**src/rtl/cmwc_pkg.sv**
```systemverilog
// ----------------------------------------------------------------------------
// cmwc_pkg
// Shared constants, types and state codes of the CMWC4096 word generator.
// ----------------------------------------------------------------------------
package cmwc_pkg;

  localparam int unsigned LAG_DEPTH_DEF = 4096;
  localparam int unsigned WORD_W        = 32;
  localparam int unsigned CARRY_W       = 19;
  localparam int unsigned MUL_W         = 15;
  localparam int unsigned PROD_W        = WORD_W + MUL_W + 1;

  localparam logic [WORD_W-1:0]  CMWC_PHI    = 32'h9e37_79b9;
  localparam logic [MUL_W-1:0]   CMWC_MUL    = 15'd18782;
  localparam logic [WORD_W-1:0]  CMWC_R      = 32'hffff_fffe;
  localparam logic [CARRY_W-1:0] CARRY_RESET = 19'd362436;

  localparam logic KIND_SEED = 1'b0;
  localparam logic KIND_DRAW = 1'b1;

  typedef enum logic [1:0] {
    ST_IDLE,
    ST_SEED,
    ST_MUL,
    ST_FIN
  } cmwc_state_t;

  // Result of the finishing step of one draw
  typedef struct packed {
    logic [WORD_W-1:0]  word;
    logic [CARRY_W-1:0] carry;
  } cmwc_draw_res_t;

endpackage

```
**src/rtl/cmwc_draw_dp.sv**
```systemverilog
// ----------------------------------------------------------------------------
// cmwc_draw_dp
// Draw arithmetic: registered multiply-add, then carry split and correction.
// ----------------------------------------------------------------------------
module cmwc_draw_dp (
  input  logic                         clk,
  input  logic                         mul_en,
  input  logic [cmwc_pkg::WORD_W-1:0]  lag_word,
  input  logic [cmwc_pkg::CARRY_W-1:0] carry_in,
  output cmwc_pkg::cmwc_draw_res_t     res
);
  import cmwc_pkg::*;

  localparam int unsigned HI_W = PROD_W - WORD_W;

  logic [PROD_W-1:0] t_r;
  logic [PROD_W-1:0] t_nxt;
  logic [HI_W-1:0]   c_hi;
  logic [WORD_W:0]   sum;
  logic [WORD_W-1:0] x;
  logic              wrap;
  logic [HI_W:0]     c_inc;

  // 18782 * q + carry, held for the finishing cycle
  always_comb begin
    t_nxt = PROD_W'(lag_word) * PROD_W'(CMWC_MUL) + PROD_W'(carry_in);
  end

  always_ff @(posedge clk) begin
    if (mul_en) begin
      t_r <= t_nxt;
    end
  end

  always_comb begin
    c_hi  = t_r[PROD_W-1:WORD_W];
    sum   = {1'b0, t_r[WORD_W-1:0]} + (WORD_W+1)'(c_hi);
    x     = sum[WORD_W-1:0];
    wrap  = x < WORD_W'(c_hi);
    c_inc = {1'b0, c_hi} + (HI_W+1)'(1);
    // bump x and carry when the sum wrapped below the carry
    res.word  = wrap ? (CMWC_R - x - WORD_W'(1)) : (CMWC_R - x);
    res.carry = wrap ? CARRY_W'(c_inc) : CARRY_W'(c_hi);
  end

endmodule

```
**config.mk**
```make
export PLATFORM = sky130hd
export DESIGN_NAME = cmwc_draw_dp
export DESIGN_NICKNAME = d
export VERILOG_FILES = /design/src/rtl/cmwc_pkg.sv /design/src/rtl/cmwc_draw_dp.sv
export SDC_FILE = /design/constraint.sdc
export NUM_CORES = 1
export LEC_CHECK = 0
export ABC_AREA = 0
export BUFFER_PORTS_ARGS = -buffer_cell sky130_fd_sc_hd__buf_2
export CAP_MARGIN = 10
export CORE_AREA = 3 3 183 185
export DETAILED_ROUTE_END_ITERATION = 7
export DIE_AREA = 0 0 186 188
export PLACE_DENSITY = 0.73
export SETUP_SLACK_MARGIN = 0.15
export SYNTH_ARGS = -nofsm -noshare
export SYNTH_HDL_FRONTEND = slang
export SYNTH_SLANG_ARGS = --single-unit
```
**constraint.sdc**
```tcl
create_clock -name clk -period 10.1 [get_ports clk]
set_input_delay 1.01 -clock clk [delete_from_list [all_inputs] [get_ports clk]]
set_output_delay 1.01 -clock clk [all_outputs]
set_load 0.005 [all_outputs]
```
* Word-level counts from Yosys, hierarchy flattened *
Cells that the tools add are included.

storage, ports and cells
  register bits after elaboration = 48
  bits of input ports = 53
  output and inout bits = 51
  word-level logic and storage cells = 10

operators by class
  $add $sub $neg = 5
  $mul = 1
  order comparisons = 1
  muxes and demuxes = 2

operators by type and width
  cell                    number
  $add 47x19->48          1
  $mul 32x14->46 const B  1
  $add 32x16->32          1
  $lt 32x16->1            1
  $mux 32                 1
  $sub 32x1->32 const B   1
  $sub 32x32->32 const A  1
  $add 16x1->17 const B   1
  $mux 17                 1

* Depth between registers and ports, before layout *
Gate-level depths: netlist of run 1.

  word-level depth = 4
  depth in mapped cells = 31

* Least setup slack after synthesis of run 1 *
Ideal clock, no wire load.

  path kind = input -> register
  start point = in lag_word[11] in the netlist's numbering
  end point = reg t_r[39] (data pin)
  setup time = 266 ps
  data arrival time = 7766 ps
  data required time = 9834 ps
  path slack = 2068 ps
  cell stages on the path = 25
  buffers on the path = 0
  path through = ha_1 > inv_1 > fa_1 > inv_1 > fa_1 > fa_1 > fa_1 > inv_1 > fa_1 > inv_1 > ha_1 > a21oi_1 > o21ai_0 > or2_2 > o21ai_0 > o21ai_0 > xor2_1 > ha_1 > nand2_1 > or3_1 > o21ai_0 > nand4b_1 > or3_1 > or4_4 > xor2_1

on the way
  word-level cells in the longest chain between the ends = 2

RTL lines
  element               line                text
  start, declared       cmwc_draw_dp.sv:8   input logic [cmwc_pkg::WORD_W-1:0] lag_word,
  $mul 32x14->46        cmwc_draw_dp.sv:26  t_nxt = PROD_W'(lag_word) * PROD_W'(CMWC_MUL) + PROD_W'(carry_in);
  $add 47x19->48        cmwc_draw_dp.sv:26
  named net t_nxt[39]   cmwc_draw_dp.sv:17  logic [PROD_W-1:0] t_nxt;
  end signal, assigned  cmwc_draw_dp.sv:31  t_r <= t_nxt;
  end, declared         cmwc_draw_dp.sv:16  logic [PROD_W-1:0] t_r;

The timed path passes the listed nets, and every way through them passes these cells.
A chain may end at the register's enable or synchronous reset.

* Worst setup path after layout of run 1 *
  start point = in lag_word[12] in the netlist's numbering
  end point = reg t_r[47] (data pin)

The elaborated chain is that of the path after synthesis.

==> impl_metrics.json, run 1 <==
{
  "grt_start_max_net_pins": 49,
  "grt_pass1_vias": 13100,
  "period_share": 0.837,
  "firstDrtPassIters": 5,
  "yosysSeqAreaShare": 0.0909,
  "synth_cells": 1793,
  "synth-seq-cells": 48,
  "tightest_slew_ns": 1.01,
  "drc_errors": 0,
  "placementRows": 66,
  "finalSetupViolations": 0,
  "fmaxAchievable_mhz": 118,
  "antenna_cells": 0,
  "grt_pass1_wl_um": 64600,
  "ys_types": 105,
  "final.min_clock_period_ns": 8.45,
  "dieHeight_um": 188,
  "clk_path_buf_depth": 2,
  "syn_to_final_growth_pct": 6.15,
  "hold_buffers": 0,
  "largest-register": "t_r",
  "dp_slack_ns": 1.32,
  "end_kind": "flip-flop",
  "cts_tree": "yes",
  "worst-path-max-fanout": 7,
  "finalHoldViolCount": 0,
  "hold_class": "input pin to flip-flop",
  "drive_gt1_frac": 0.0908,
  "final_nets": 2350,
  "postCtsSetupRepairBufs": 0,
  "synth_top_cell_area_share": 0.215,
  "clk_transition_reported_paths_ns": 0.06,
  "worstSetupPathType": "input pin to flip-flop",
  "dr.first_iter.drc_count": 606,
  "clock-root-buffer": "clkbuf_16",
  "slowest_delay_ns": 0.54,
  "port_buffers": 101,
  "ant_nets": 0,
  "routabilityCongestion": 0.928,
  "arrival_ns": 8.56,
  "critPathMostFrequentCell": "fa_1",
  "cp_slowest_cell": "fa_1",
  "critPathCapture": "t_r[47]",
  "syn_area_per_cell_sq_um": 8.84,
  "synth_edf_count": 48,
  "yosys_warnings": 0,
  "grt_usage": 0.223,
  "antenna_found_initial": 0,
  "reg_top3": "t_r (48)",
  "cts_resized": 0,
  "dp_cells": 2261,
  "synth_area_leaders": "fa_1 21%, ha_1 21%, edfxtp_1 9.1%",
  "die_w_um": 186,
  "core-area_sq_um": 32200,
  "globalRoute.totalOverflow": 0,
  "synth_ff_type": "edfxtp_1",
  "via_per_inst": 5.67,
  "finalMaxSlewViolations": 0,
  "grt_setup_unrepaired": "false",
  "start_util": 0.492,
  "avgRoutedWirePerCell_um": 16.8,
  "whs_ns": 0.901,
  "cp_data_required_time_ns": 10.20,
  "cts_made_buffers": 5,
  "min_from": "carry_in[0]",
  "final_cells": 2269,
  "cp-start-kind": "input pin",
  "vias": 12900,
  "dpl.hpwl_um": 33700,
  "cap_viol_max_count": 0,
  "synth.cell_area_sq_um": 15900,
  "clock-sinks": 48,
  "tns_ns": 0,
  "wl_um": 38200,
  "cp-startpoint": "lag_word[12]",
  "fin_ws_ns": 1.65,
  "status": "finished clean",
  "htree_levels": 2,
  "slew-limit-headroom": 0.322,
  "dieArea_sq_um": 35000,
  "async_flop_share": 0,
  "yosys.area.top_type": "fa_1",
  "largest_register_ffs": 48,
  "pin_count": 104
}
-- per-layer routing --
| layer | up-vias | part of all wire | track usage |
|---|---|---|---|
| li1 | 6358 | - | - |
| met1 | 6172 | 0.44 | 0.298 |
| met2 | 271 | 0.50 | 0.398 |
| met3 | 61 | 0.035 | 0.0132 |
| met4 | 0 | 0.022 | 0.0513 |
| met5 | - | 0 | 0 |
-- synth_stat cells (5+ instances only) --
master / instances
inv_1: 324
ha_1: 267
fa_1: 170
xnor2_1: 99
nor2_1: 91
nand2_1: 85
a21oi_1: 84
o21ai_0: 52
edfxtp_1: 48
nand3_1: 40
xor2_1: 40
nor3_1: 39
a21o_1: 30
nand4_1: 24
clkbuf_1: 19
o211ai_1: 19
and3_1: 17
buf_2: 17
o21a_1: 17
a211oi_1: 16
or3_1: 15
and2_1: 14
nor4_1: 14
o21ai_1: 13
a31oi_1: 11
nor2b_1: 11
and4_1: 10
nand2b_1: 10
mux2i_1: 9
o2111ai_1: 9
or4_1: 8
nand3b_1: 7
nor4_2: 7
o21bai_1: 7
or2_2: 7
a21oi_2: 5
a31o_2: 5
nand4b_1: 5
nor3b_1: 5
nor4b_1: 5
o31ai_1: 5
-- per-stage QoR --
step / util / cell area, sq um
finish: 0.523 / 16800
global route: 0.523 / 16800
CTS: 0.523 / 16800
detailed placement: 0.518 / 16700
global placement: 0.518 / 16700
floorplan: - / 15900
-- area by class of cell --
class / count / area, sq um
inverters: 324 / 1220
clock inverters: 3 / 37.5
clock buffers: 5 / 125
flip-flops and latches: 48 / 1440
repair buffers: 101 / 505
multi-input cells: 1380 / 13000
well taps: 408 / 510
fillers: 2975 / 15400
-- cell families after synthesis --
family,share of synthesized area
DFF,0.0909
other,0.000236
AOI/OAI and AO/OA,0.150
buffers and inverters,0.0897
and+or+nand+nor,0.159
adders and majority gates,0.425
muxes,0.00710
xor gates and xnor gates,0.0782
-- worst max-delay path: cells and delay by family --
kind                       cells  cell delay [ns]
AOI/OAI and AO/OA              5             1.28
xor gates and xnor gates       1             0.16
adders and majority gates      8             3.52
buffers and inverters          5             0.36
and+or+nand+nor                7             2.24
-- placed cells by master, fill, tap and decap left out, types with 7 or more instances in the layout --
cell,count
a211oi_1,16
a21o_1,30
a21oi_1,84
a31oi_1,11
and2_1,14
and3_1,17
and4_1,10
buf_2,101
edfxtp_1,48
fa_1,170
ha_1,267
inv_1,324
mux2i_1,9
nand2_1,85
nand2b_1,10
nand3_1,40
nand3b_1,7
nand4_1,24
nor2_1,91
nor2b_1,11
nor3_1,39
nor4_1,14
nor4_2,7
o2111ai_1,9
o211ai_1,19
o21a_1,17
o21ai_0,52
o21ai_1,13
o21bai_1,7
or2_2,7
or3_1,15
or4_1,8
xnor2_1,99
xor2_1,40
-- worst min path at each step --
stage               endpoint  slack (ns)  cells after the start
floorplan             t_r[0]        1.11                      0
global placement      t_r[0]        1.19                      1
detailed placement    t_r[0]        1.19                      1
CTS                   t_r[0]        0.90                      1
global route          t_r[0]        0.90                      1
finish                t_r[0]        0.90                      1
Power of run 1 is not shown: default switching activity piles up to over one toggle a cycle in this logic, so the estimate is an artifact.
==> inputs of run 2 (changes only) <==
--- a/config.mk
+++ b/config.mk
@@ -5,13 +5,13 @@
 export SDC_FILE = /design/constraint.sdc
 export NUM_CORES = 1
 export LEC_CHECK = 0
-export ABC_AREA = 0
+export ABC_AREA = 1
 export BUFFER_PORTS_ARGS = -buffer_cell sky130_fd_sc_hd__buf_2
 export CAP_MARGIN = 10
-export CORE_AREA = 3 3 183 185
+export CORE_AREA = 3 3 188 190
 export DETAILED_ROUTE_END_ITERATION = 7
-export DIE_AREA = 0 0 186 188
-export PLACE_DENSITY = 0.73
+export DIE_AREA = 0 0 191 193
+export PLACE_DENSITY = 0.76
 export SETUP_SLACK_MARGIN = 0.15
 export SYNTH_ARGS = -nofsm -noshare
 export SYNTH_HDL_FRONTEND = slang
==> constraint.sdc (replaced) <==
create_clock -name clk -period 7.5 [get_ports clk]
set_input_delay 0.75 -clock clk [delete_from_list [all_inputs] [get_ports clk]]
set_output_delay 0.75 -clock clk [all_outputs]
set_load 0.005 [all_outputs]
==> run 2 against run 1 <==
Net effect: wire length is 21% higher; flip-flop and latch count stayed put; clock-buffer cell count did not move; critical path type unchanged; critical endpoint is now t_r[45].
==> impl_metrics.json, run 2 <==
{
  "finalHoldViolCount": 0,
  "grt_pass1_vias": 15700,
  "synth_area_leaders": "fa_1 20%, ha_1 20%, nand2_1 14%",
  "muxShareOfSynthArea": 0,
  "grt_pass1_wl_um": 75700,
  "slew-limit-headroom": 0.312,
  "finalSetupViolations": 0,
  "clock-root-buffer": "clkbuf_16",
  "status": "finished clean",
  "synth-xor-area-share": 0.0588,
  "dr.first_iter.drc_count": 721,
  "reg_top3": "t_r (48)",
  "synth.cell_area_sq_um": 16900,
  "synth_cells": 2424,
  "avgRoutedWirePerCell_um": 15.5,
  "synth_top_cell_area_share": 0.202,
  "synth_adder_area_share": 0.399,
  "syn_area_per_cell_sq_um": 6.96,
  "synth_common_cells": "636 x nand2_1, 544 x inv_1, 267 x ha_1",
  "cts_made_buffers": 5,
  "grt_setup_unrepaired": "false",
  "cts_tree": "yes",
  "wl_um": 46300,
  "layout_commonest_cell": "nand2_1",
  "clk_transition_reported_paths_ns": 0.06,
  "port_buffers": 101,
  "cp_slowest_cell": "fa_1",
  "synth_top_family_by_area": "adder cells",
  "synth_edf_count": 48,
  "drive_gt1_frac": 0.0651,
  "cap_viol_max_count": 0,
  "largest-register": "t_r",
  "worstSetupPathType": "input pin to flip-flop",
  "yosysSeqAreaShare": 0.0854,
  "finalMaxSlewViolations": 0,
  "antenna_found_initial": 0,
  "dieHeight_um": 193,
  "nFillCells": 3326,
  "grt_usage": 0.256,
  "cp_data_required_time_ns": 7.55,
  "htree_levels": 2,
  "period_share": 0.923,
  "pin_count": 104,
  "clk_path_buf_depth": 2,
  "hold_buffers": 0,
  "slowest_delay_ns": 0.55,
  "tns_ns": 0,
  "synth_ff_type": "edfxtp_1",
  "die_w_um": 191,
  "async_flop_share": 0,
  "syn_to_final_growth_pct": 7.67,
  "synth-compound-area-share": 0.0554,
  "routabilityCongestion": 0.960,
  "hold_class": "input pin to flip-flop",
  "ys_types": 43,
  "multi_input_area_sq_um": 13400,
  "yosysMostFrequentCell": "nand2_1",
  "end_kind": "flip-flop",
  "drc_errors": 0,
  "dpl.hpwl_um": 42000,
  "fmaxAchievable_mhz": 144,
  "final_cell_mix": "636 x nand2_1, 544 x inv_1, 265 x ha_1",
  "start_util": 0.502,
  "arrival_ns": 6.97,
  "via_per_inst": 5.19,
  "cp-start-kind": "input pin",
  "final.min_clock_period_ns": 6.92,
  "synthSimpleGateAreaFrac": 0.276,
  "grt_start_max_net_pins": 49,
  "yosys_warnings": 0,
  "clock-sinks": 48,
  "antenna_cells": 0,
  "dieArea_sq_um": 36900,
  "worst-path-max-fanout": 7,
  "ant_nets": 0,
  "synth-seq-cells": 48,
  "globalRoute.totalOverflow": 0,
  "core-area_sq_um": 33600,
  "largest_register_ffs": 48,
  "vias": 15500,
  "final_nets": 3024,
  "placementRows": 67,
  "yosys.area.top_type": "fa_1",
  "ff_latch_area_sq_um": 1440,
  "tightest_slew_ns": 1.03,
  "firstDrtPassIters": 5
}
==> run 2: changes by cell type after synthesis, moves of 18 or more <==
cell,before,now
nand2_1,85,636
inv_1,324,544
nor2_1,91,214
nand3_1,40,126
xnor2_1,99,33
xor2_1,40,71
a21o_1,30,7
nand4_1,24,47
clkbuf_1,19,0
o211ai_1,19,1
==> run 2: timing repair <==
item	CTS	global route
buffers inserted	0	3
setup endpoints to repair	0	16
resized for setup	0	15
==> run 2: path summary, 6_finish.rpt <==
check | slack, ns | from | endpoint | cells after the start
max | 0.58 | lag_word[10] | t_r[45] | 30
min | 0.65 | carry_in[0] | t_r[0] | 1
==> run 2: kinds of logic (layout without fill, tap and decap cells) <==
logic type	count (synthesis)	count (layout)
adders and majority gates	437	437
and+or+nand+nor	1103	1103
DFF	48	48
buffers and inverters	552	662
AOI/OAI and AO/OA	174	174
other	1	2
xor gates and xnor gates	109	109
==> run 2: metal layers <==
layer	part of all wire	global-route usage	vias to the layer above
li1	-	-	7773
met3	0.034	0.00976	120
met2	0.50	0.483	386
met5	0	0	-
met1	0.41	0.296	7191
met4	0.058	0.132	0
==> run 2: layout make-up <==
| type | instances | share of cell area |
|---|---|---|
| multi-input combinational | 1825 | 0.737 |
| inverter | 546 | 0.113 |
| sequential | 48 | 0.0793 |
| tap | 448 | 0.0308 |
| timing repair buffer | 108 | 0.0307 |
| clock buffer | 5 | 0.00688 |
| clock inverter | 3 | 0.00255 |
==> run 2: worst max-delay path: cells and delay by family <==
family	cells	cell delay, ns
xor+xnor	1	0.26
fa+ha+maj	8	3.43
buf+inv	7	0.46
simple gates	14	2.04
==> run 2: stage by stage <==
stage / hold WS [ns] / utilization / cells / instance area (sq um) / setup slack [ns]
global route: 0.662 / 0.541 / 2983 / 18200 / 0.111
global placement: 0.965 / 0.533 / 2972 / 17900 / 0.286
detailed placement: 0.968 / 0.533 / 2972 / 17900 / 0.161
floorplan: 0.849 / - / 2425 / 16900 / 0.867
finish: 0.653 / 0.541 / 2983 / 18200 / 0.578
CTS: 0.663 / 0.539 / 2980 / 18100 / 0.456
Power of run 2 is left out for the same reason.
==> inputs of run 3 (changes only) <==
--- a/config.mk
+++ b/config.mk
@@ -12,6 +12,7 @@
 export DETAILED_ROUTE_END_ITERATION = 7
 export DIE_AREA = 0 0 191 193
 export PLACE_DENSITY = 0.76
+export RECOVER_POWER = 100
 export SETUP_SLACK_MARGIN = 0.15
 export SYNTH_ARGS = -nofsm -noshare
 export SYNTH_HDL_FRONTEND = slang
==> run 3 against run 2 <==
Net effect: the flow now finishes with violations (capacitance limit, slew limit); wire length up 0.12%; first-iteration DRC count down 1.4%; setup slack worse by 0.020 ns; fmax down 0.29%; critical path depth up 5; hold slack better by 0.020 ns; die area unchanged; design area down 0.52%; sequential share of layout area about the same; via count about the same; flip-flop and latch count unchanged; non-clock buffer count unchanged.
==> impl_metrics.json, run 3 (synthesis gave the netlist of run 2 again) <==
{
  "layout_commonest_cell": "nand2_1",
  "grt_usage": 0.256,
  "tns_ns": 0,
  "finalMaxSlewViolations": 49,
  "dr.first_iter.drc_count": 711,
  "wl_um": 46300,
  "cp-start-kind": "input pin",
  "grt_pass1_vias": 15700,
  "cap_viol_max_count": 1,
  "slowest_delay_ns": 0.52,
  "cp_slowest_cell": "fa_1",
  "dpl.hpwl_um": 42000,
  "pin_count": 104,
  "drive_gt1_frac": 0.0473,
  "slew-limit-headroom": -0.632,
  "largest_register_ffs": 48,
  "cts_made_buffers": 5,
  "drc_errors": 0,
  "ff_latch_area_sq_um": 1440,
  "antenna_found_initial": 0,
  "firstDrtPassIters": 5,
  "cp_data_required_time_ns": 7.55,
  "end_kind": "flip-flop",
  "hold_buffers": 0,
  "worst-path-max-fanout": 5,
  "cp-startpoint": "lag_word[8]",
  "hold_class": "input pin to flip-flop",
  "violations": "capacitance limit, slew limit",
  "final_cell_mix": "637 x nand2_1, 544 x inv_1, 266 x ha_1",
  "post-route-util": 0.538,
  "syn_to_final_growth_pct": 7.12,
  "worstSetupPathType": "input pin to flip-flop",
  "via_per_inst": 5.19,
  "critPathMostFrequentCell": "inv_1",
  "start_util": 0.502,
  "dieHeight_um": 193,
  "finalHoldViolCount": 0,
  "reg_top3": "t_r (48)",
  "tightest_slew_ns": 2.45,
  "clock-sinks": 48,
  "final_nets": 3024,
  "die_w_um": 191,
  "fmaxAchievable_mhz": 144,
  "clk_transition_reported_paths_ns": 0.06,
  "antenna_cells": 0,
  "status": "finished, violations left",
  "finalSetupViolations": 0,
  "dp_slack_ns": 0.161,
  "final.min_clock_period_ns": 6.94,
  "nFillCells": 3366,
  "core-area_sq_um": 33600,
  "routabilityCongestion": 0.960,
  "multi_input_area_sq_um": 13300,
  "clock-root-buffer": "clkbuf_16",
  "largest-register": "t_r",
  "ant_nets": 0,
  "globalRoute.totalOverflow": 0,
  "dieArea_sq_um": 36900,
  "arrival_ns": 6.99,
  "port_buffers": 101,
  "vias": 15500,
  "placementRows": 67,
  "period_share": 0.926,
  "htree_levels": 2,
  "grt_start_max_net_pins": 49,
  "min_from": "carry_in[0]",
  "avgRoutedWirePerCell_um": 15.5,
  "grt_setup_unrepaired": "false",
  "cts_tree": "yes",
  "grt_pass1_wl_um": 75700,
  "fin_ws_ns": 0.558,
  "clk_path_buf_depth": 2
}
==> run 3: path summary, 6_finish.rpt <==
path | cells past startpoint | endpoint
worst min-delay path | 1 | t_r[0]
worst max-delay path | 35 | t_r[42]
==> run 3: worst max-delay path, delay by kind of cell <==
kind | cells | cell delay (ns)
xor gates and xnor gates | 1 | 0.10
adders and majority gates | 8 | 3.49
and+or+nand+nor | 17 | 2.09
buffers and inverters | 9 | 0.53
==> run 3: layout make-up <==
type | count | share of cell area
multi-input cells | 1825 | 0.738
inverters | 546 | 0.113
flip-flops and latches | 48 | 0.0797
well taps | 448 | 0.0310
repair buffers | 108 | 0.0286
clock buffers | 5 | 0.00692
clock inverters | 3 | 0.00256
==> run 3: per-stage QoR <==
step / hold slack [ns] / instance area [sq um] / instances
floorplan: 0.849 / 16900 / 2425
finish: 0.673 / 18100 / 2983
CTS: 0.663 / 18100 / 2980
global route: 0.706 / 18100 / 2983
detailed placement: 0.968 / 17900 / 2972
global placement: 0.965 / 17900 / 2972
==> run 3: repair_timing <==
| item | in CTS | in global routing |
|---|---|---|
| gates resized for setup | 0 | 15 |
| buffers inserted | 0 | 3 |
| endpoints found under the setup margin | 0 | 16 |
==> run 3: metal layers <==
layer / vias up / routed length, um / global-route usage
li1: 7774 / - / -
met1: 7168 / 18700 / 0.296
met2: 404 / 23200 / 0.483
met3: 122 / 1700 / 0.00976
met4: 0 / 2750 / 0.132
met5: - / 0 / 0
Power of run 3 is left out for the same reason.
