<file path="src/rtl/cmwc_pkg.sv">
// ----------------------------------------------------------------------------
// cmwc_pkg
// Shared constants, types and state codes of the CMWC4096 word generator.
// ----------------------------------------------------------------------------
package cmwc_pkg;

  localparam int unsigned LAG_DEPTH_DEF = 4096;
  localparam int unsigned WORD_W        = 32;
  localparam int unsigned CARRY_W       = 19;
  localparam int unsigned MUL_W         = 15;
  localparam int unsigned PROD_W        = WORD_W + MUL_W + 1;

  localparam logic [WORD_W-1:0]  CMWC_PHI    = 32'h9e37_79b9;
  localparam logic [MUL_W-1:0]   CMWC_MUL    = 15'd18782;
  localparam logic [WORD_W-1:0]  CMWC_R      = 32'hffff_fffe;
  localparam logic [CARRY_W-1:0] CARRY_RESET = 19'd362436;

  localparam logic KIND_SEED = 1'b0;
  localparam logic KIND_DRAW = 1'b1;

  typedef enum logic [1:0] {
    ST_IDLE,
    ST_SEED,
    ST_MUL,
    ST_FIN
  } cmwc_state_t;

  // Result of the finishing step of one draw
  typedef struct packed {
    logic [WORD_W-1:0]  word;
    logic [CARRY_W-1:0] carry;
  } cmwc_draw_res_t;

endpackage

</file>
<file path="src/rtl/cmwc_if.sv">
// ----------------------------------------------------------------------------
// cmwc_in_if / cmwc_out_if
// Valid/ready channels of the generator: request items in, words out.
// ----------------------------------------------------------------------------
interface cmwc_in_if;
  logic                       valid;
  logic                       ready;
  logic                       kind;
  logic [cmwc_pkg::WORD_W-1:0] seed_value;

  modport source (output valid, output kind, output seed_value, input ready);
  modport sink   (input valid, input kind, input seed_value, output ready);
endinterface

interface cmwc_out_if;
  logic                       valid;
  logic                       ready;
  logic [cmwc_pkg::WORD_W-1:0] random_word;

  modport source (output valid, output random_word, input ready);
  modport sink   (input valid, input random_word, output ready);
endinterface

</file>
<file path="src/rtl/cmwc_ctrl.sv">
// ----------------------------------------------------------------------------
// cmwc_ctrl
// Sequencer: seed sweep over the table, draw steps, index, carry and output.
// ----------------------------------------------------------------------------
module cmwc_ctrl #(
  parameter int unsigned LAG_DEPTH = cmwc_pkg::LAG_DEPTH_DEF,
  parameter int unsigned IDX_W     = $clog2(LAG_DEPTH)
) (
  input  logic                         clk,
  input  logic                         rst_n,
  cmwc_in_if.sink                      in_chan,
  cmwc_out_if.source                   out_chan,
  output logic                         mem_wr_en,
  output logic [IDX_W-1:0]             mem_wr_addr,
  output logic [cmwc_pkg::WORD_W-1:0]  mem_wr_data,
  output logic [IDX_W-1:0]             mem_rd_addr,
  output logic                         mul_en,
  output logic [cmwc_pkg::CARRY_W-1:0] carry,
  input  cmwc_pkg::cmwc_draw_res_t     draw_res
);
  import cmwc_pkg::*;

  localparam logic [IDX_W-1:0] IDX_LAST = IDX_W'(LAG_DEPTH - 1);

  cmwc_state_t        state_r, state_nxt;
  logic [IDX_W-1:0]   idx_r, idx_nxt, idx_adv;
  logic [CARRY_W-1:0] carry_r, carry_nxt;
  logic [IDX_W-1:0]   cnt_r, cnt_nxt;
  logic [WORD_W-1:0]  base_r, base_nxt;
  logic [WORD_W-1:0]  e3_r, e2_r, e1_r;
  logic [WORD_W-1:0]  seed_word;
  logic               out_valid_r, out_valid_nxt;
  logic [WORD_W-1:0]  out_word_r;
  logic               in_fire, fin_go, seed_done;

  assign idx_adv   = (idx_r == IDX_LAST) ? '0 : idx_r + IDX_W'(1);
  assign in_fire   = in_chan.valid && in_chan.ready;
  assign fin_go    = !out_valid_r || out_chan.ready;
  assign seed_done = (cnt_r == IDX_LAST);

  // first three entries step by the constant, the rest mix earlier entries
  always_comb begin
    if (cnt_r < IDX_W'(3)) begin
      seed_word = base_r;
    end else begin
      seed_word = e3_r ^ e2_r ^ CMWC_PHI ^ WORD_W'(cnt_r);
    end
  end

  // next state
  always_comb begin
    state_nxt = state_r;
    case (state_r)
      ST_IDLE: begin
        if (in_fire) begin
          state_nxt = (in_chan.kind == KIND_SEED) ? ST_SEED : ST_MUL;
        end
      end
      ST_SEED: begin
        if (seed_done) begin
          state_nxt = ST_IDLE;
        end
      end
      ST_MUL:  state_nxt = ST_FIN;
      ST_FIN: begin
        if (fin_go) begin
          state_nxt = ST_IDLE;
        end
      end
      default: state_nxt = ST_IDLE;
    endcase
  end

  // outputs and datapath controls
  always_comb begin
    in_chan.ready = 1'b0;
    mem_wr_en     = 1'b0;
    mem_wr_addr   = idx_r;
    mem_wr_data   = draw_res.word;
    mem_rd_addr   = idx_adv;
    mul_en        = 1'b0;
    idx_nxt       = idx_r;
    carry_nxt     = carry_r;
    cnt_nxt       = cnt_r;
    base_nxt      = base_r;
    out_valid_nxt = out_valid_r && !out_chan.ready;
    case (state_r)
      ST_IDLE: begin
        in_chan.ready = 1'b1;
        if (in_fire) begin
          if (in_chan.kind == KIND_SEED) begin
            cnt_nxt  = '0;
            base_nxt = in_chan.seed_value;
          end else begin
            idx_nxt = idx_adv;
          end
        end
      end
      ST_SEED: begin
        mem_wr_en   = 1'b1;
        mem_wr_addr = cnt_r;
        mem_wr_data = seed_word;
        cnt_nxt     = cnt_r + IDX_W'(1);
        base_nxt    = base_r + CMWC_PHI;
      end
      ST_MUL: begin
        mul_en = 1'b1;
      end
      ST_FIN: begin
        if (fin_go) begin
          mem_wr_en     = 1'b1;
          carry_nxt     = draw_res.carry;
          out_valid_nxt = 1'b1;
        end
      end
      default: begin
      end
    endcase
  end

  always_ff @(posedge clk) begin
    if (!rst_n) begin
      state_r     <= ST_IDLE;
      idx_r       <= IDX_LAST;
      carry_r     <= CARRY_RESET;
      out_valid_r <= 1'b0;
    end else begin
      state_r     <= state_nxt;
      idx_r       <= idx_nxt;
      carry_r     <= carry_nxt;
      out_valid_r <= out_valid_nxt;
    end
  end

  // payload registers
  always_ff @(posedge clk) begin
    cnt_r  <= cnt_nxt;
    base_r <= base_nxt;
    if (state_r == ST_SEED) begin
      e3_r <= e2_r;
      e2_r <= e1_r;
      e1_r <= seed_word;
    end
    if (state_r == ST_FIN && fin_go) begin
      out_word_r <= draw_res.word;
    end
  end

  assign carry                = carry_r;
  assign out_chan.valid       = out_valid_r;
  assign out_chan.random_word = out_word_r;

endmodule

</file>
<file path="src/flat_wrapper.sv">
// flat-port wrapper written by rule: the top's interface ports become plain ports
module cmwc_ctrl_flat import cmwc_pkg::*;
#(
  parameter int unsigned LAG_DEPTH = cmwc_pkg::LAG_DEPTH_DEF,
  parameter int unsigned IDX_W     = $clog2(LAG_DEPTH)
)
  (clk, rst_n, mem_wr_en, mem_wr_addr, mem_wr_data, mem_rd_addr, mul_en, carry, draw_res, in_chan_valid, in_chan_kind, in_chan_seed_value, in_chan_ready, out_chan_valid, out_chan_random_word, out_chan_ready);
  cmwc_in_if in_chan_i ();
  cmwc_out_if out_chan_i ();
  input  logic clk;
  input  logic rst_n;
  output logic mem_wr_en;
  output logic [IDX_W-1:0] mem_wr_addr;
  output logic [cmwc_pkg::WORD_W-1:0] mem_wr_data;
  output logic [IDX_W-1:0] mem_rd_addr;
  output logic mul_en;
  output logic [cmwc_pkg::CARRY_W-1:0] carry;
  input  cmwc_pkg::cmwc_draw_res_t draw_res;
  input wire logic [$bits(in_chan_i.valid)-1:0] in_chan_valid;
  input wire logic [$bits(in_chan_i.kind)-1:0] in_chan_kind;
  input wire logic [$bits(in_chan_i.seed_value)-1:0] in_chan_seed_value;
  output wire logic [$bits(in_chan_i.ready)-1:0] in_chan_ready;
  output wire logic [$bits(out_chan_i.valid)-1:0] out_chan_valid;
  output wire logic [$bits(out_chan_i.random_word)-1:0] out_chan_random_word;
  input wire logic [$bits(out_chan_i.ready)-1:0] out_chan_ready;
  assign in_chan_i.valid = in_chan_valid;
  assign in_chan_i.kind = in_chan_kind;
  assign in_chan_i.seed_value = in_chan_seed_value;
  assign in_chan_ready = in_chan_i.ready;
  assign out_chan_valid = out_chan_i.valid;
  assign out_chan_random_word = out_chan_i.random_word;
  assign out_chan_i.ready = out_chan_ready;
  cmwc_ctrl #(.LAG_DEPTH(LAG_DEPTH), .IDX_W(IDX_W)) u_core (.clk(clk), .rst_n(rst_n), .in_chan(in_chan_i), .out_chan(out_chan_i), .mem_wr_en(mem_wr_en), .mem_wr_addr(mem_wr_addr), .mem_wr_data(mem_wr_data), .mem_rd_addr(mem_rd_addr), .mul_en(mul_en), .carry(carry), .draw_res(draw_res));
endmodule
</file>
<file path="config.mk">
export PLATFORM = sky130hd
export DESIGN_NAME = cmwc_ctrl_flat
export DESIGN_NICKNAME = d
export VERILOG_FILES = /design/src/rtl/cmwc_pkg.sv /design/src/rtl/cmwc_if.sv /design/src/rtl/cmwc_ctrl.sv /design/src/flat_wrapper.sv
export SDC_FILE = /design/constraint.sdc
export NUM_CORES = 1
export LEC_CHECK = 0
export BUFFER_PORTS_ARGS = -buffer_cell sky130_fd_sc_hd__buf_2
export CORE_MARGIN = 4
export CORE_UTILIZATION = 33
export DETAILED_ROUTE_END_ITERATION = 6
export MAX_ROUTING_LAYER = met4
export PLACE_DENSITY = 0.56
export SYNTH_ARGS = -nofsm -noshare
export SYNTH_HDL_FRONTEND = slang
export SYNTH_SLANG_ARGS = --single-unit
</file>
<file path="constraint.sdc">
create_clock -name clk -period 10.35 [get_ports clk]
set_input_delay 2.07 -clock clk [delete_from_list [all_inputs] [get_ports clk]]
set_output_delay 2.07 -clock clk [all_outputs]
set_load 0.01 [all_outputs]
</file>
**After elaboration in Yosys (flattened, before gate mapping)**

Cells that the tools add are included.
Widths: inputs -> output; s select.

- Register bits after elaboration: 206
- Latch bits: 0
- Memory bits (writable): 0
- ROM bits: 0
- Memories: 0

- Add/sub/neg operators: 3
- Multiply operators: 0
- Divide/modulo/power cells: 0
- Order comparisons: 1
- Equality and inequality tests: 9
- Shifts and indexed selects: 0
- Multiplexer cells: 21
- Bitwise gates (word level): 3
- Reductions and logical operators: 12

Operators by type and width:

| cell | count |
|---|---|
| $mux 32 | 4 |
| $pmux 32 s2 | 1 |
| $mux 12 | 4 |
| $add 32x32->32 const B | 1 |
| $xor 32x12->32 | 1 |
| $xor 32x32->32 | 1 |
| $add 12x1->12 const B | 2 |
| $eq 12x12->1 const B | 2 |
| $pmux 12 s2 | 1 |
| $not 20->20 | 1 |
| $lt 12x2->1 const B | 1 |
| $reduce_and 3->1 | 3 |
| $mux 2 | 4 |
| $pmux 2 s4 | 1 |
| $ne 2x1->1 const B | 3 |
| $mux 1 | 5 |
| $eq 2x2->1 const B | 2 |
| $logic_and 1x1->1 | 3 |
| $eq 2x1->1 const B | 1 |
| $logic_not 1->1 | 2 |
| $logic_not 2->1 | 1 |
| $ne 2x2->1 const B | 1 |
| $pmux 1 s2 | 1 |
| $reduce_and 2->1 | 1 |
| 2 further kinds | 2 |

**Depth between registers and ports, before layout**

Gate-level depths: netlist (run 1).

- Depth in word-level cells: 5
- Mapped depth: 8

**Least setup slack after synthesis (run 1)**

Ideal clock, no wire load.

- Path kind: flip-flop to output port
- Start point: register u_core.state_r[0]
- End point: output mem_wr_data[10] (netlist bit)
- Arrival time: 4.496 ns
- Data required time: 8.280 ns
- Path slack: 3.784 ns
- Cell stages (with the launch flop): 9
- Path buffers: 4
- Path through: dfxtp_1 clkbuf_1 nand2_1 inv_1 clkbuf_1 clkbuf_1 buf_1 nand2_1 nand2_1

- Cells in the longest elaborated chain, start to end: 2

Ends and longest elaborated chain:

| item | line | RTL |
|---|---|---|
| start: declaration | cmwc_ctrl.sv:25 | `cmwc_state_t state_r, state_nxt;` |
| start signal: assignment | cmwc_ctrl.sv:128 | `state_r <= state_nxt;` |
| $eq 2x1->1 | cmwc_ctrl.sv:87 | `case (state_r)` |
| $mux 32 | cmwc_ctrl.sv:87 |  |
| end: declaration | flat_wrapper.sv:14 | `output logic [cmwc_pkg::WORD_W-1:0] mem_wr_data;` |

No other way between the ends.

**Final worst setup path (run 1)**

- Start point: register u_core.cnt_r[0]
- End point: output mem_wr_data[24] (netlist bit)

- Cells in the longest elaborated chain, start to end: 3

Ends and longest elaborated chain:

| item | line | RTL |
|---|---|---|
| start: declaration | cmwc_ctrl.sv:28 | `logic [IDX_W-1:0] cnt_r, cnt_nxt;` |
| start signal: assignment | cmwc_ctrl.sv:137 | `cnt_r <= cnt_nxt;` |
| $lt 12x2->1 | cmwc_ctrl.sv:43 | `if (cnt_r < IDX_W'(3)) begin` |
| $mux 32 | cmwc_ctrl.sv:43 |  |
| named net u_core.seed_word[24] | cmwc_ctrl.sv:31 | `logic [WORD_W-1:0] seed_word;` |
| $mux 32 | cmwc_ctrl.sv:87 |  |

The timed path passes the listed nets, and every way through them passes these cells.

==> results.sh, run 1 <==
export IMPL_syn_area_per_cell_um2=11.0
export IMPL_grt_pass1_wl_um=37500
export IMPL_initial_utilization_pct=33.7
export IMPL_relSlewSlack_pct=23.3
export IMPL_status="finished, violations left"
export IMPL_coreArea_um2=28000
export IMPL_nets=1129
export IMPL_slew_violations=0
export IMPL_hpwl_um=16200
export IMPL_finClkSkew_ns=0.0101
export IMPL_cp_max_fo=28
export IMPL_synth_top_cell_by_area="edfxtp_1"
export IMPL_drc=3
export IMPL_place_gp_congestion=0.860
export IMPL_clock_fmax_mhz=192
export IMPL_p_int_w=0.00161
export IMPL_synth_ff_type="edfxtp_1"
export IMPL_port_buffers=198
export IMPL_setup_tns_ns=0
export IMPL_switching_share_pct=27.4
export IMPL_worst_endpoint_required_ns=8.28
export IMPL_grt_overflow_total=0
export IMPL_p_comb_share_pct=16.6
export IMPL_diodes=0
export IMPL_power_switching_w=0.000607
export IMPL_totalWireLength_um=23900
export IMPL_cts_buffers=24
export IMPL_fin_cells=1432
export IMPL_r2r_end="u_core.base_r[28]$_DFFE_PP_"
export IMPL_via_count=6933
export IMPL_fin_area_um2=11500
export IMPL_antenna_found_initial=0
export IMPL_clkPwrFrac_pct=36.2
export IMPL_drt_iter0_markers=414
export IMPL_hp_class="flop to flop"
export IMPL_die_area_um2=31300
export IMPL_cap_violations=0
export IMPL_grt_pass1_vias=6783
export IMPL_synthTopCellsByArea="edfxtp_1, dfxtp_1, nand2_1"
export IMPL_post_drt_wl_per_cell_um=16.7
export IMPL_synth_warnings=0
export IMPL_reg2reg_depth=7
export IMPL_grt_max_degree=106
export IMPL_drt_pass1_iterations=7
export IMPL_cts_clk_slew_worst_paths_ns=0.06
export IMPL_seq_area_frac_synth_pct=62.0
export IMPL_fin_crit_sh_pct=50.3
export IMPL_crit_type="flop to output port"
export IMPL_ctsResizeCount=0
export IMPL_max_slew_worst_pin_slew_ns=1.15
export IMPL_synth_edf_count=172
export IMPL_dpl_cell_count=1390
export IMPL_cp_arrival_ns=3.14
export IMPL_ctsHoldBuffers=0
export IMPL_via_per_inst=4.84
export IMPL_finalCriticalPeriod_ns=5.21
export IMPL_synth_area_um2=9430
export IMPL_finalPower_w=0.00222
export IMPL_holdPathStages=0
export IMPL_hold_start="u_core.e1_r[18]$_DFFE_PP_"
export IMPL_cts_sinks=206
export IMPL_powerDensity_nw_per_um2=192
export IMPL_post_cts_buffers=0
export IMPL_layout_common_cells="buf_2, edfxtp_1, nand2_1, nor2_1, xnor2_1"
export IMPL_clk_latency_ns=0.50
export IMPL_ant_nets=0
export IMPL_num_io_pins=199
export IMPL_die_x_um=177
export IMPL_grt_usage_pct=15.2
export IMPL_rrSetupSlack_ns=7.39
export IMPL_leakage_nw=4.48
export IMPL_htreeDepth=1
export IMPL_ys_ff_latch=206
export IMPL_fill_cells=2771
export IMPL_hold_viol=0
export IMPL_cts_root_buf="clkbuf_16"
export IMPL_syn_inst=856
export IMPL_clk_path_buf_depth=3
export IMPL_die_height_um=177
export IMPL_rsz0062_at_grt="no"
export IMPL_r2r_start="u_core.base_r[0]$_DFFE_PP_"
export IMPL_critPathCaptureType="output port"
export IMPL_setup_viol=0
export IMPL_syn2layout_area_growth_pct=22.2
export IMPL_layout_drive_gt1_share_pct=25.4
export IMPL_violations="DRC"
export IMPL_synth_nets=947
export IMPL_worst_setup_path_start_kind="flop"
export IMPL_pwr_share_seq_pct=47.3
export IMPL_placed_area_um2=10800
export IMPL_vdd_ir_drop_worst_mv=0.103
export IMPL_synth_top_cell_area_share_pct=54.8
export IMPL_hold_slack_ns=0.417
export IMPL_synth_async_sr_flop_share_pct=0
export IMPL_cts_tree="done"
export IMPL_synthDistinctLibCells=55
export IMPL_rows=61
export IMPL_final_common_cell="buf_2"
export IMPL_min_to="u_core.e2_r[18]$_DFFE_PP_"
how the worst max path moves through the flow:
stage                              startpoint              end  slack [ns]  cells after the start
2_1_floorplan  u_core.state_r[0]$_SDFFE_PN0P_  mem_wr_data[10]        3.78                      8
3_3_place_gp                   out_chan_ready        mem_wr_en        5.61                      4
6_report        u_core.cnt_r[0]$_SDFFCE_PN0P_  mem_wr_data[24]        5.14                      8
5_1_grt         u_core.cnt_r[0]$_SDFFCE_PN0P_  mem_wr_data[20]        4.86                      8
4_1_cts         u_core.cnt_r[0]$_SDFFCE_PN0P_  mem_wr_data[24]        5.09                      8
3_5_place_dp                   out_chan_ready        mem_wr_en        5.62                      4
power groups by stage:
| stage | Combinational, W | Clock [W] | Sequential, W |
|---|---|---|---|
| after floorplan | 0.000252 | 0 | 0.00104 |
| after global placement | 0.000368 | 0 | 0.00106 |
| after detailed placement | 0.000369 | 0 | 0.00107 |
| after CTS | 0.000372 | 0.000833 | 0.00105 |
| after global routing | 0.000411 | 0.000865 | 0.00106 |
| final | 0.000367 | 0.000802 | 0.00105 |
flip-flops by register name, summed over array words and instances, names as in the netlist:
signal / cells
u_core.base_r: 32
u_core.carry: 19
u_core.cnt_r: 12
u_core.e1_r: 32
u_core.e2_r: 32
u_core.e3_r: 32
u_core.idx_r: 12
u_core.out_chan.random_word: 32
u_core.out_chan.valid: 1
u_core.state_r: 2
worst max-delay path: stages, from the launching register on:
cell      delay, ns
edfxtp_1       0.46
ha_1           0.33
nor3_1         0.21
nand3_2        0.53
buf_4          0.46
nor2_1         0.14
a21oi_1        0.06
mux2_2         0.27
buf_2          0.14
Yosys cell counts, types with 2 or more instances:
cell type,n
edfxtp_1,172
nand2_1,169
nor2_1,106
xnor2_1,46
clkbuf_1,41
xor2_1,40
a21oi_1,38
o21ai_0,37
dfxtp_1,34
nand3_1,27
mux2_2,19
a21boi_0,15
and3_1,10
inv_1,9
nor3_1,8
nand2b_1,6
o31ai_1,6
buf_1,5
nor4_1,5
and4_1,4
nand4_1,4
o211ai_1,4
o311ai_0,4
a221oi_1,3
ha_1,3
o311a_1,3
or3_1,3
a31oi_1,2
and2_1,2
buf_2,2
nand3b_1,2
nor3b_1,2
o21a_1,2
o41ai_1,2
logic make-up (layout without fill, tap and decap cells):
| group | after synthesis | after routing | synth area share (%) |
|---|---|---|---|
| AND/OR/NAND/NOR | 356 | 356 | 16.2 |
| flip-flops | 206 | 206 | 62.0 |
| AO/OA/AOI/OAI | 128 | 128 | 8.67 |
| XOR/XNOR | 86 | 86 | 7.99 |
| buffers and inverters | 58 | 256 | 2.42 |
| multiplexers | 19 | 19 | 2.27 |
| adder cells (fa/ha/maj) | 3 | 3 | 0.398 |
final cells by class:
class	count	area [um^2]	area share [%]
multi-input cells	592	3370	29.3
clock inverters	6	28.8	0.250
well taps	378	473	4.10
clock buffers	36	719	6.24
inverters	9	38.8	0.337
repair buffers	205	1040	9.06
flip-flops and latches	206	5850	50.7
through the flow:
stage	worst slack [ns]	util, %
5_1_grt	4.86	41.1
2_1_floorplan	3.78	-
3_5_place_dp	5.62	38.5
3_3_place_gp	5.61	38.5
6_report	5.14	41.1
4_1_cts	5.09	41.1
metal layers:
metal  part of all wire [%]  track usage, %  routed length [um]  vias up
li1                       -               -                   -     3376
met1                     48            22.0               11500     3274
met2                     43            22.4               10300      252
met3                    7.2            3.05                1730       31
met4                    1.7            3.00                 403        0
met5                      0               -                   0        -
Power figures use the tool's default switching activity.
==> run 2: changes to the inputs <==
PLACE_DENSITY = 0.58   (was 0.56)
clock period = 4.71 ns   (was 10.35 ns; I/O delays follow)
==> results.sh, run 2 (synthesis gave the netlist of run 1 again) <==
export IMPL_fin_crit_sh_pct=85.6
export IMPL_ff_latch_area_um2=5850
export IMPL_cp_top_family="simple AND/OR/NAND/NOR gates"
export IMPL_coreArea_um2=28000
export IMPL_finalCriticalPeriod_ns=4.03
export IMPL_placed_area_um2=10800
export IMPL_initial_utilization_pct=33.7
export IMPL_fin_area_um2=11600
export IMPL_hold_viol=0
export IMPL_setup_viol=0
export IMPL_worst_endpoint_required_ns=3.77
export IMPL_layout_drive_gt1_share_pct=25.4
export IMPL_powerDensity_nw_per_um2=427
export IMPL_path_common_cell="nor2_1"
export IMPL_r2r_start="u_core.base_r[0]$_DFFE_PP_"
export IMPL_port_buffers=198
export IMPL_slowest_stage="nand3_2"
export IMPL_p_comb_share_pct=16.4
export IMPL_grt_pass1_wl_um=37200
export IMPL_die_x_um=177
export IMPL_cts_buffers=25
export IMPL_cap_violations=0
export IMPL_rsz0062_at_grt="no"
export IMPL_cp_num_cells=8
export IMPL_grt_usage_pct=15.2
export IMPL_fill_cells=2750
export IMPL_crit_end="mem_wr_data[20]"
export IMPL_reg2reg_depth=7
export IMPL_multiInputGateArea_um2=3370
export IMPL_clkPwrFrac_pct=37.1
export IMPL_max_slew_worst_pin_slew_ns=0.921
export IMPL_htreeDepth=1
export IMPL_path_buf_inv=2
export IMPL_cts_root_buf="clkbuf_16"
export IMPL_ant_nets=0
export IMPL_layout_common_cells="buf_2, edfxtp_1, nand2_1, nor2_1, xnor2_1"
export IMPL_cp_arrival_ns=3.09
export IMPL_drc=0
export IMPL_place_gp_congestion=0.862
export IMPL_clk_latency_ns=0.52
export IMPL_drt_iter0_markers=562
export IMPL_final_core_util_pct=41.4
export IMPL_rows=61
export IMPL_hpwl_um=16800
export IMPL_grt_overflow_total=0
export IMPL_critPathMaxStageDelay_ns=0.56
export IMPL_grt_pass1_vias=6784
export IMPL_totalWireLength_um=24100
export IMPL_die_height_um=177
export IMPL_cts_sinks=206
export IMPL_ctsResizeCount=0
export IMPL_via_per_inst=4.81
export IMPL_r2r_end="u_core.base_r[22]$_DFFE_PP_"
export IMPL_crit_chain="ha_1 -> nor3_1 -> nand3_2 -> buf_4 -> a21oi_1 -> nor2_1 -> nor2_1 -> buf_2"
export IMPL_cp_max_fo=27
export IMPL_vdd_ir_drop_worst_mv=0.206
export IMPL_post_drt_wl_per_cell_um=16.7
export IMPL_finalPower_w=0.00495
export IMPL_worst_setup_path_start_kind="flop"
export IMPL_drt_pass1_iterations=5
export IMPL_post_cts_buffers=0
export IMPL_setup_tns_ns=0
export IMPL_rrSetupSlack_ns=1.95
export IMPL_nets=1132
export IMPL_startpoint="u_core.cnt_r[0]$_SDFFCE_PN0P_"
export IMPL_p_int_w=0.00359
export IMPL_crit_type="flop to output port"
export IMPL_num_io_pins=199
export IMPL_clk_path_buf_depth=3
export IMPL_final_common_cell="buf_2"
export IMPL_cts_clk_slew_worst_paths_ns=0.06
export IMPL_status="completed"
export IMPL_die_area_um2=31300
export IMPL_cts_tree="done"
export IMPL_ctsHoldBuffers=0
export IMPL_finClkSkew_ns=0.0178
export IMPL_syn2layout_area_growth_pct=22.9
export IMPL_antenna_found_initial=1
export IMPL_pwr_share_seq_pct=46.5
export IMPL_via_count=6920
export IMPL_clock_fmax_mhz=248
export IMPL_slew_violations=0
export IMPL_critPathCaptureType="output port"
export IMPL_power_switching_w=0.00135
export IMPL_hp_class="flop to flop"
export IMPL_switching_share_pct=27.4
export IMPL_leakage_nw=4.51
export IMPL_relSlewSlack_pct=38.4
export IMPL_grt_max_degree=74
[run 2: cell count changes in the layout (fill, tap and decap cells not counted)]
cell,before,now
inv_6,1,2
buf_4,7,8
clkinv_2,3,2
inv_4,1,0
clkbuf_2,1,0
clkinv_1,2,0
diode_2,0,1
clkbuf_16,26,27
clkbuf_1,6,13
buf_12,0,1
[run 2: metal layers]
metal  up-vias  track usage, %  part of all wire, %
met5         -               -                    0
met4         0            3.64                  1.7
met3        31            3.08                  6.5
met2       241            22.5                   43
met1      3256            21.7                   49
li1       3392               -                    -
[run 2: worst min-delay path by stage]
stage                                          from                         to  slack, ns  depth (start not counted)
after detailed placement  u_core.e1_r[30]$_DFFE_PP_  u_core.e2_r[30]$_DFFE_PP_       0.40                          0
after floorplan            u_core.e1_r[0]$_DFFE_PP_   u_core.e2_r[0]$_DFFE_PP_       0.40                          0
after global placement     u_core.e1_r[1]$_DFFE_PP_   u_core.e2_r[1]$_DFFE_PP_       0.40                          0
after CTS                 u_core.e1_r[30]$_DFFE_PP_  u_core.e2_r[30]$_DFFE_PP_       0.41                          0
after global routing       u_core.e1_r[1]$_DFFE_PP_   u_core.e2_r[1]$_DFFE_PP_       0.42                          0
final                     u_core.e1_r[30]$_DFFE_PP_  u_core.e2_r[30]$_DFFE_PP_       0.41                          0
[run 2: area by class of cell]
class | instances | share of cell area [%]
sequential | 206 | 50.4
clock inverter | 3 | 0.162
antenna | 1 | 0.0216
tap | 378 | 4.08
timing repair buffer | 207 | 9.24
multi-input combinational | 592 | 29.1
clock buffer | 43 | 6.61
inverter | 9 | 0.335
[run 2: power by group through the flow]
stage | logic (W) | registers [W] | clock network [W]
floorplan | 0.000554 | 0.00228 | 0
global placement | 0.000813 | 0.00233 | 0
detailed placement | 0.000815 | 0.00234 | 0
CTS | 0.000821 | 0.00230 | 0.00189
global route | 0.000905 | 0.00232 | 0.00198
finish | 0.000811 | 0.00230 | 0.00183
[run 2: per-stage QoR]
step	instances	setup WS [ns]	hold slack, ns
after CTS	1438	0.626	0.415
after detailed placement	1392	1.19	0.405
after floorplan	856	0.654	0.400
after global placement	1392	1.28	0.401
after global routing	1439	0.415	0.421
final	1439	0.680	0.411
==> run 3: changes to the inputs <==
CORE_UTILIZATION = 50   (was 33)
CTS_CLUSTER_SIZE = 25   (was unset)
PLACE_DENSITY = 0.8   (was 0.58)
==> results.sh, run 3 (synthesis gave the netlist of run 1 again) <==
export IMPL_hp_class="flop to flop"
export IMPL_cp_max_fo=28
export IMPL_relSlewSlack_pct=39.2
export IMPL_drt_pass1_iterations=6
export IMPL_rsz0062_at_grt="no"
export IMPL_setup_tns_ns=0
export IMPL_drt_iter0_markers=586
export IMPL_grt_pass1_vias=6870
export IMPL_cts_tree="done"
export IMPL_antenna_found_initial=1
export IMPL_place_gp_congestion=0.867
export IMPL_initial_utilization_pct=51.6
export IMPL_port_buffers=198
export IMPL_cts_buffers=23
export IMPL_hold_start="u_core.e1_r[25]$_DFFE_PP_"
export IMPL_grt_usage_pct=20.5
export IMPL_die_x_um=145
export IMPL_setup_viol=0
export IMPL_leakage_nw=4.48
export IMPL_ff_latch_area_um2=5850
export IMPL_worst_endpoint_required_ns=3.77
export IMPL_status="completed"
export IMPL_grt_max_degree=111
export IMPL_finalCriticalPeriod_ns=3.98
export IMPL_drc=0
export IMPL_grt_overflow_total=0
export IMPL_vdd_ir_drop_worst_mv=0.278
export IMPL_final_common_cell="buf_2"
export IMPL_ant_nets=0
export IMPL_syn2layout_area_growth_pct=20.3
export IMPL_cts_root_buf="clkbuf_16"
export IMPL_nets=1129
export IMPL_layout_common_cells="buf_2, edfxtp_1, nand2_1, nor2_1, xnor2_1"
export IMPL_ctsHoldBuffers=0
export IMPL_hpwl_um=15100
export IMPL_critPathCaptureType="output port"
export IMPL_holdPathStages=0
export IMPL_layout_drive_gt1_share_pct=25.5
export IMPL_clock_fmax_mhz=251
export IMPL_cap_violations=0
export IMPL_num_io_pins=199
export IMPL_worst_setup_path_start_kind="flop"
export IMPL_via_count=6973
export IMPL_finClkSkew_ns=0.0114
export IMPL_crit_type="flop to output port"
export IMPL_r2r_end="u_core.out_chan.random_word[28]$_DFFE_PP_"
export IMPL_htreeDepth=1
export IMPL_slew_violations=0
export IMPL_die_height_um=145
export IMPL_cts_sinks=206
export IMPL_totalWireLength_um=22000
export IMPL_multiInputGateArea_um2=3370
export IMPL_min_to="u_core.e2_r[25]$_DFFE_PP_"
export IMPL_cp_arrival_ns=3.04
export IMPL_via_per_inst=5.43
export IMPL_die_area_um2=21100
export IMPL_rrSetupSlack_ns=1.98
export IMPL_ctsResizeCount=0
export IMPL_fill_cells=1453
export IMPL_hold_viol=0
export IMPL_clk_path_buf_depth=3
export IMPL_hold_slack_ns=0.418
export IMPL_reg2reg_depth=3
export IMPL_clk_latency_ns=0.50
export IMPL_fin_crit_sh_pct=84.5
export IMPL_post_cts_buffers=0
export IMPL_r2r_start="u_core.state_r[0]$_SDFFE_PN0P_"
export IMPL_post_drt_wl_per_cell_um=17.1
export IMPL_powerDensity_nw_per_um2=427
export IMPL_max_slew_worst_pin_slew_ns=0.912
export IMPL_cts_clk_slew_worst_paths_ns=0.06
export IMPL_coreArea_um2=18300
export IMPL_rows=49
export IMPL_grt_pass1_wl_um=35200
-- run 3: critical path, stage by stage, from the launching register on --
cell	delay, ns
edfxtp_1	0.47
ha_1	0.33
nor3_1	0.20
nand3_2	0.48
buf_4	0.45
nor2_1	0.13
a21oi_1	0.07
mux2_2	0.28
buf_2	0.14
-- run 3: final cells by class --
| type | instances | area share [%] |
|---|---|---|
| Clock buffer | 31 | 5.62 |
| Inverter | 9 | 0.342 |
| Clock inverter | 10 | 0.894 |
| Tap cell | 229 | 2.53 |
| Timing Repair Buffer | 206 | 9.27 |
| Antenna cell | 1 | 0.0221 |
| Sequential cell | 206 | 51.6 |
| Multi-Input combinational cell | 592 | 29.8 |
-- run 3: per-layer routing --
metal / wire [um] / GRT usage, %
met5: 0 / -
met4: 354 / 4.70
met3: 1540 / 3.68
met2: 10200 / 32.2
met1: 9910 / 28.2
-- run 3: power by group --
part           internal (W)  switching [W]  total [W]  leakage [nW]
combinational      0.000328       0.000471   0.000799          2.24
clock               0.00106       0.000691    0.00175         0.363
sequential          0.00216       0.000135    0.00230          1.88
total               0.00355        0.00130    0.00484          4.48
-- run 3: worst max path at each step --
stage                                   start         endpoint  slack (ns)  depth (start not counted)
2_1_floorplan  u_core.state_r[0]$_SDFFE_PN0P_  mem_wr_data[10]        0.65                          8
3_3_place_gp    u_core.cnt_r[0]$_SDFFCE_PN0P_  mem_wr_data[19]        1.36                          8
3_5_place_dp    u_core.cnt_r[0]$_SDFFCE_PN0P_  mem_wr_data[15]        1.25                          8
4_1_cts         u_core.cnt_r[0]$_SDFFCE_PN0P_  mem_wr_data[15]        0.71                          8
5_1_grt         u_core.cnt_r[0]$_SDFFCE_PN0P_  mem_wr_data[19]        0.49                          8
6_report        u_core.cnt_r[0]$_SDFFCE_PN0P_  mem_wr_data[15]        0.73                          8
-- run 3: through the flow --
| step | setup WS (ns) | util, % | instances | total power [W] | area [um^2] |
|---|---|---|---|---|---|
| final | 0.728 | 62.0 | 1284 | 0.00484 | 11300 |
| after global routing | 0.489 | 62.0 | 1284 | 0.00506 | 11300 |
| after CTS | 0.706 | 62.0 | 1283 | 0.00488 | 11300 |
| after detailed placement | 1.25 | 58.0 | 1242 | 0.00313 | 10600 |
| after global placement | 1.36 | 58.0 | 1242 | 0.00311 | 10600 |
| after floorplan | 0.654 | - | 856 | 0.00283 | 9430 |
